`src/rtl/imh_ram.sv`:
```
module imh_ram #(
    parameter int WIDTH = 8,
    parameter int DEPTH = 2
) (
    input  logic                     clk,
    input  logic                     we,
    input  logic [$clog2(DEPTH)-1:0] waddr,
    input  logic [WIDTH-1:0]         wdata,
    input  logic [$clog2(DEPTH)-1:0] raddr,
    output logic [WIDTH-1:0]         rdata
);

    // Contents are undefined until written.
    logic [WIDTH-1:0] mem [DEPTH];

    always_ff @(posedge clk)
    begin
        if (we)
        begin
            mem[waddr] <= wdata;
        end
    end

    always_ff @(posedge clk)
    begin
        rdata <= mem[raddr];
    end

endmodule

```
`config.mk`:
```
export PLATFORM = sky130hd
export DESIGN_NAME = imh_ram
export DESIGN_NICKNAME = d
export VERILOG_FILES = /design/src/rtl/imh_ram.sv
export SDC_FILE = /design/constraint.sdc
export NUM_CORES = 1
export LEC_CHECK = 0
export BUFFER_PORTS_ARGS = -buffer_cell sky130_fd_sc_hd__buf_2
export CORE_UTILIZATION = 35
export CTS_CLUSTER_SIZE = 10
export DETAILED_ROUTE_END_ITERATION = 7
export PLACE_DENSITY = 0.66
export SLEW_MARGIN = 10
export SYNTH_ARGS = -nofsm -noshare
export SYNTH_HDL_FRONTEND = slang
export SYNTH_SLANG_ARGS = --single-unit
```
`constraint.sdc`:
```
create_clock -name clk -period 1.6 [get_ports clk]
set_input_delay 0.24 -clock clk [delete_from_list [all_inputs] [get_ports clk]]
set_output_delay 0.24 -clock clk [all_outputs]
set_load 0.03 [all_outputs]
```
Word level (Yosys, flattened, before mapping)
Memories as Yosys holds them, arrays and structs flattened. A register that Yosys moved wholly into a read port is not among the register bits.
Cells that the tools add are included.
Word-level totals
  bits in registers: 0
  bits in writable memories: 16
  input bits: 12
  output and inout bits: 8
  word-level logic and storage cells: 3
  memories kept: 1
Operators by class
  multiplexer cells: 2
Memories
  mem: depth 2, bits a word 8, rd ports 1, clocked after Yosys merged registers in 1, wr ports 1, RTL line 14  | logic [WIDTH-1:0] mem [DEPTH];
Operators with widths (number)
  two-way mux 1 bit: 2

Depth between registers and ports, before layout
Gate-level depths: netlist (run 1).
  depth after elaboration: 2
  mapped depth: 2
  depth with buffers taken out: 1

Least setup slack after synthesis (run 1)
Ideal clock, no wire load.
  path type: input to register
  start: input port we
  end: memory mem[0][0], enable pin
  arrival: 0.660 ns
  path slack: 0.567 ns
  stages on the path: 1
  path buffers: 0
  cells stage by stage: nor2b_1
On the way
  cells in the longest elaborated chain, start to end: 2
Ends and longest elaborated chain
  from (decl): RTL line 6  | input logic we,
  two-way mux 1 bit: RTL line 18  | if (we)
  two-way mux 1 bit (implied by the code): RTL line 20  | mem[waddr] <= wdata;
  to (decl): RTL line 14
Every way passes these cells.

Worst setup path in the final report (run 1)
  start: register rdata[7] (read register of mem)
  end: output port rdata[7]
RTL lines
  from (decl): RTL line 10  | output logic [WIDTH-1:0] rdata
No word-level cell between the ends.

==> results.cfg, run 1 <==
[final_layout]
final_layout_size_suffix_gt1_share_pct = 55.2
nFillCells = 199
mostFrequentLayoutCells = buf_2 (19), edfxtp_1 (16), mux2_4 (8), dfxtp_1 (8), clkbuf_4 (3)
diodes = 0
areaGrowthSynthToFinish_pct = 19.8
seq_area_sq_um = 641
layout_commonest_cell = buf_2
finalNonFillerCells = 85
multi_input_area_sq_um = 133
nets = 72
final_area_sq_um = 940

[die]
die_h_microns = 49.3
coreArea_sq_mm = 0.00204
num_rows = 16
fp.dieArea_sq_mm = 0.00243
initial_core_util_pct = 38.4
die_w_microns = 49.3
io_pins = 20

[worst_setup_path]
rr_startpoint = mem[0][4]
crit_path_start_kind = register
worst-path-max-fanout = 1
cp_data_arrival_time_ps = 820
critPathMaxStageDelay_ps = 320
setup.worst_path.start = rdata[7]
required_ps = 1360
cp-end-kind = output port
crit_type = reg2out
critPathTopFamily = flip-flops
cp_cell_sequence = buf_2
crit_buf_inv = 1
slowest_stage = dfxtp_1

[cts]
holdBufCountCts = 0
cts_tree = done
clock_path_buffers = 2
h-tree-depth = 1
clk_latency_ps = 310
cts-resized-gates = 0
clk_pin_slew_ps = 110
cts_buffers = 3
cts_sinks = 24
postCtsSetupRepairBufs = 0
cts_root_buf = clkbuf_4

[yosys]
syn_inst = 35
synth_warnings = 0
syn_nets = 47
synth_area_per_cell_sq_um = 22.4
synth-seq-cells = 24
synth_cell_types = 6
syn-cell-area_sq_um = 785
seq_area_frac_synth_pct = 81.7

[drt]
viasPerCell = 4.18
remaining_drc_errors = 0
routed_wl_microns = 851
drt_iter0_drc = 14
wl_per_cell_microns = 10.0
drtPass1Iterations = 2
ant_nets = 0
vias = 355

[sta]
worst_slew_pin_slew_ps = 348
fin_hold_ws_ps = 111
setup_viol = 0
final_min_period_over_clock_period_pct = 66.0
fin_setup_tns_ps = 0
max_freq_mhz = 947
min_period_ps = 1060
relSlewSlack_pct = 76.8
rsz0062_at_grt = no
hold_violations = 0
fin_skew_ps = 1.01
slew_viol_final = 0

[outcome]
status = complete, no violations

[grt]
grt_overflow = 0
grt_pass1_vias = 352
grt_max_degree = 13
grt.total_usage_pct = 8.60
antenna_found_initial = 0
grt_pass1_wl_microns = 1390

[power_and_ir_drop]
powerDensity_mw_per_mm2 = 1150
leakage_nw = 0.387
ir_drop_mv = 0.519
power_mw = 1.08

[place]
numPortBuffers = 19
gp_congestion = 0.713
dpl.cell_count = 82
placed_area_sq_um = 917

[flow_run]
maxCapViolCount = 0

[hold_path]
min-delay-start = wdata[5]
min_path_type = in2reg
## layer usage
metal	wire length (microns)	vias up	track usage (%)
met2	398	15	13.5
met4	44	0	10.3
met5	0	-	0
li1	-	176	-
met3	48	5	2.80
met1	359	159	8.08
## cell families after synthesis
logic type,after synthesis,share of synthesized area [%]
and+or+nand+nor,2,1.60
buffers and inverters,1,1.44
muxes,8,15.3
DFF,24,81.7
## power breakdown
| part | internal [mW] | switching, mW |
|---|---|---|
| clock | 0.0881 | 0.159 |
| sequential | 0.710 | 0.00963 |
| combinational | 0.0530 | 0.0658 |
## final cells by class
class,instances,area share [%]
clock buffer,3,2.40
multi-input combinational,10,14.1
sequential,24,68.2
tap,27,3.60
timing repair buffer,21,11.7
## stage by stage
| step | util, % | worst slack (ps) |
|---|---|---|
| 6_report | 46.0 | 544 |
| 5_1_grt | 46.0 | 489 |
| 4_1_cts | 46.0 | 531 |
| 3_5_place_dp | 44.9 | 583 |
| 3_3_place_gp | 44.9 | 610 |
| 2_1_floorplan | - | 567 |
## sequential cells by signal (all words and copies together) (netlist names)
register  flops
mem          16
rdata         8
## Yosys cell counts, drive strengths merged
library cell  number  area, sq um
and2               1         6.26
edfxtp            16          480
buf                1         11.3
mux2               8          120
nor2b              1         6.26
dfxtp              8          160
## final timing paths
| kind | end | slack [ps] | cells after the start |
|---|---|---|---|
| worst max-delay path | rdata[7] | 540 | 1 |
| worst min-delay path | mem[0][5] | 110 | 1 |
| worst max register to register | rdata[4] | 850 | 1 |
| worst min register to register | rdata[3] | 480 | 1 |
No activity file was read; power rests on OpenSTA's default activity.
==> run 2, diff against run 1 <==
ABC_AREA = 1   (was default)
PLACE_DENSITY = 0.68   (was 0.66)
clock period = 0.9 ns   (was 1.6 ns; I/O delays follow)
==> run 2 against run 1 <==
  * The run now ends with setup timing left
  * Power up 84%
  * Wire length rose by 33%
  * Synthesized cell count up 54%
  * Largest cell class unchanged
==> results.cfg, run 2 <==
[hold_path]
min-delay-start = wdata[2]
min_path_type = in2reg

[drt]
vias = 458
viasPerCell = 4.20
wl_per_cell_microns = 10.4
remaining_drc_errors = 0
routed_wl_microns = 1130
ant_nets = 0
drtPass1Iterations = 4
drt_iter0_drc = 12

[power_and_ir_drop]
leakage_nw = 0.443
powerDensity_mw_per_mm2 = 1950
ir_drop_mv = 1.00
power_mw = 1.99

[grt]
grt_max_degree = 14
grt_pass1_wl_microns = 1680
grt_pass1_vias = 384
grt.total_usage_pct = 10.1
grt_overflow = 0
antenna_found_initial = 0

[worst_setup_path]
setup.worst_path.start = rdata[1]
cp_data_arrival_time_ps = 770
critPathMaxStageDelay_ps = 350
cp-end-kind = output port
required_ps = 760
critPathTopFamily = flip-flops
crit_type = reg2out
worst-path-max-fanout = 1
crit_path_start_kind = register
crit_buf_inv = 1
cp_cell_sequence = buf_6
slowest_stage = dfxtp_2
rr_startpoint = mem[1][3]

[place]
dp_hpwl_microns = 804
pre_cts_slack_ps = 50.6
gp_congestion = 0.635
numPortBuffers = 19

[cts]
cts_root_buf = clkbuf_4
cts_sinks = 24
h-tree-depth = 1
cts_buffers = 3
clk_pin_slew_ps = 120
cts_tree = done
clock_path_buffers = 2
clk_latency_ps = 300

[final_layout]
areaGrowthSynthToFinish_pct = 34.4
reg.largest.list = mem x16, rdata x8
largest_reg_flops = 16
nFillCells = 177
nets = 95
diodes = 0
top_register = mem
layout_commonest_cell = nand2_1
mostFrequentLayoutCells = nand2_1 (25), edfxtp_1 (16), buf_2 (11), buf_6 (8), dfxtp_2 (8)
final_layout_size_suffix_gt1_share_pct = 39.0

[die]
io_pins = 20
fp.dieArea_sq_mm = 0.00236
initial_core_util_pct = 38.0
die_w_microns = 48.6
die_h_microns = 48.6
coreArea_sq_mm = 0.00200
num_rows = 16

[sta]
min_period_ps = 904
relSlewSlack_pct = 80.0
rsz0062_at_grt = yes
worst_slew_pin_slew_ps = 300
setup_viol = 2
worst_slack_ps = -4.48
max_freq_mhz = 1110
final_min_period_over_clock_period_pct = 100
hold_violations = 0
fin_skew_ps = 0.918
slew_viol_final = 0

[yosys]
seq_area_frac_synth_pct = 84.2
synth_edf_count = 16
yosys-top-cells-count = nand2_1 (25), edfxtp_1 (16), dfxtp_1 (8)
synth-seq-cells = 24
syn_nets = 66
yosys.area.top_type_share_pct = 63.2
synthMostInstantiatedCell = nand2_1
syn_inst = 54
synth_cell_types = 7
yosys-top-cells-area = edfxtp_1 (63%), dfxtp_1 (21%), nand2_1 (12%)
async_reset_ff_share_pct = 0
ys.flop_type = edfxtp_1
synth_area_per_cell_sq_um = 14.1
synth_warnings = 0
yosys.area.top_type = edfxtp_1
syn-cell-area_sq_um = 761

[outcome]
violations = setup timing
status = finished, violations left

[flow_run]
maxCapViolCount = 0
[run 2: cell count changes after synthesis]
cell,previous run,this run
mux2_4,8,0
nor2_1,0,1
inv_1,0,2
and2_1,1,0
nand2_1,0,25
inv_2,0,1
nor2b_1,1,0
[run 2: logic make-up (layout without fill, tap and decap cells)]
group	count (synthesis)	in the layout	synth area share, %
buffers and inverters	4	32	2.96
and+or+nand+nor	26	26	12.8
DFF	24	24	84.2
[run 2: layer usage]
metal	vias up	wire, microns	global-route usage, %	part of all wire [%]
met5	-	0	0	0
met4	0	13	7.35	1.1
met3	2	87	2.83	7.7
met2	24	551	15.3	49
met1	200	479	12.4	42
li1	232	-	-	-
[run 2: area by class of cell]
cell class              count  area (sq um)  share of cell area (%)
clock buffers               3          22.5                    2.20
flip-flops and latches     24           651                    63.6
repair buffers             25           203                    19.8
inverters                   3          11.3                    1.10
well taps                  27          33.8                    3.30
clock inverters             1          3.75                   0.367
multi-input cells          26          97.6                    9.55
[run 2: power by group]
group	leakage, nW	internal (mW)	switching, mW
Clock	0.0154	0.162	0.297
Sequential	0.218	1.27	0.0256
Combinational	0.210	0.108	0.133
[run 2: metrics by stage]
step                      std cells  hold slack, ps  area (sq um)  utilization [%]  setup TNS, ps
after floorplan                  54             234           761                -              0
after global placement          100             326           886             44.3              0
after detailed placement        100             329           886             44.3              0
after CTS                       104            5.27           972             48.6          -83.2
after global routing            109            1.67          1020             51.1           -277
final                           109            15.5          1020             51.1          -6.78
[run 2: path summary, 6_finish.rpt]
path,to,slack (ps),cells after the start
max,rdata[1],-4,1
min,mem[1][2],20,1
max reg2reg,rdata[3],280,2
min reg2reg,rdata[0],450,2
[run 2: what timing repair did]
item / CTS / global route
resized for setup: 24 / 0
hold buffers: 0 / 5
setup endpoints to repair: 8 / 8
endpoints found under the hold margin: 0 / 9
setup buffers: 0 / 0
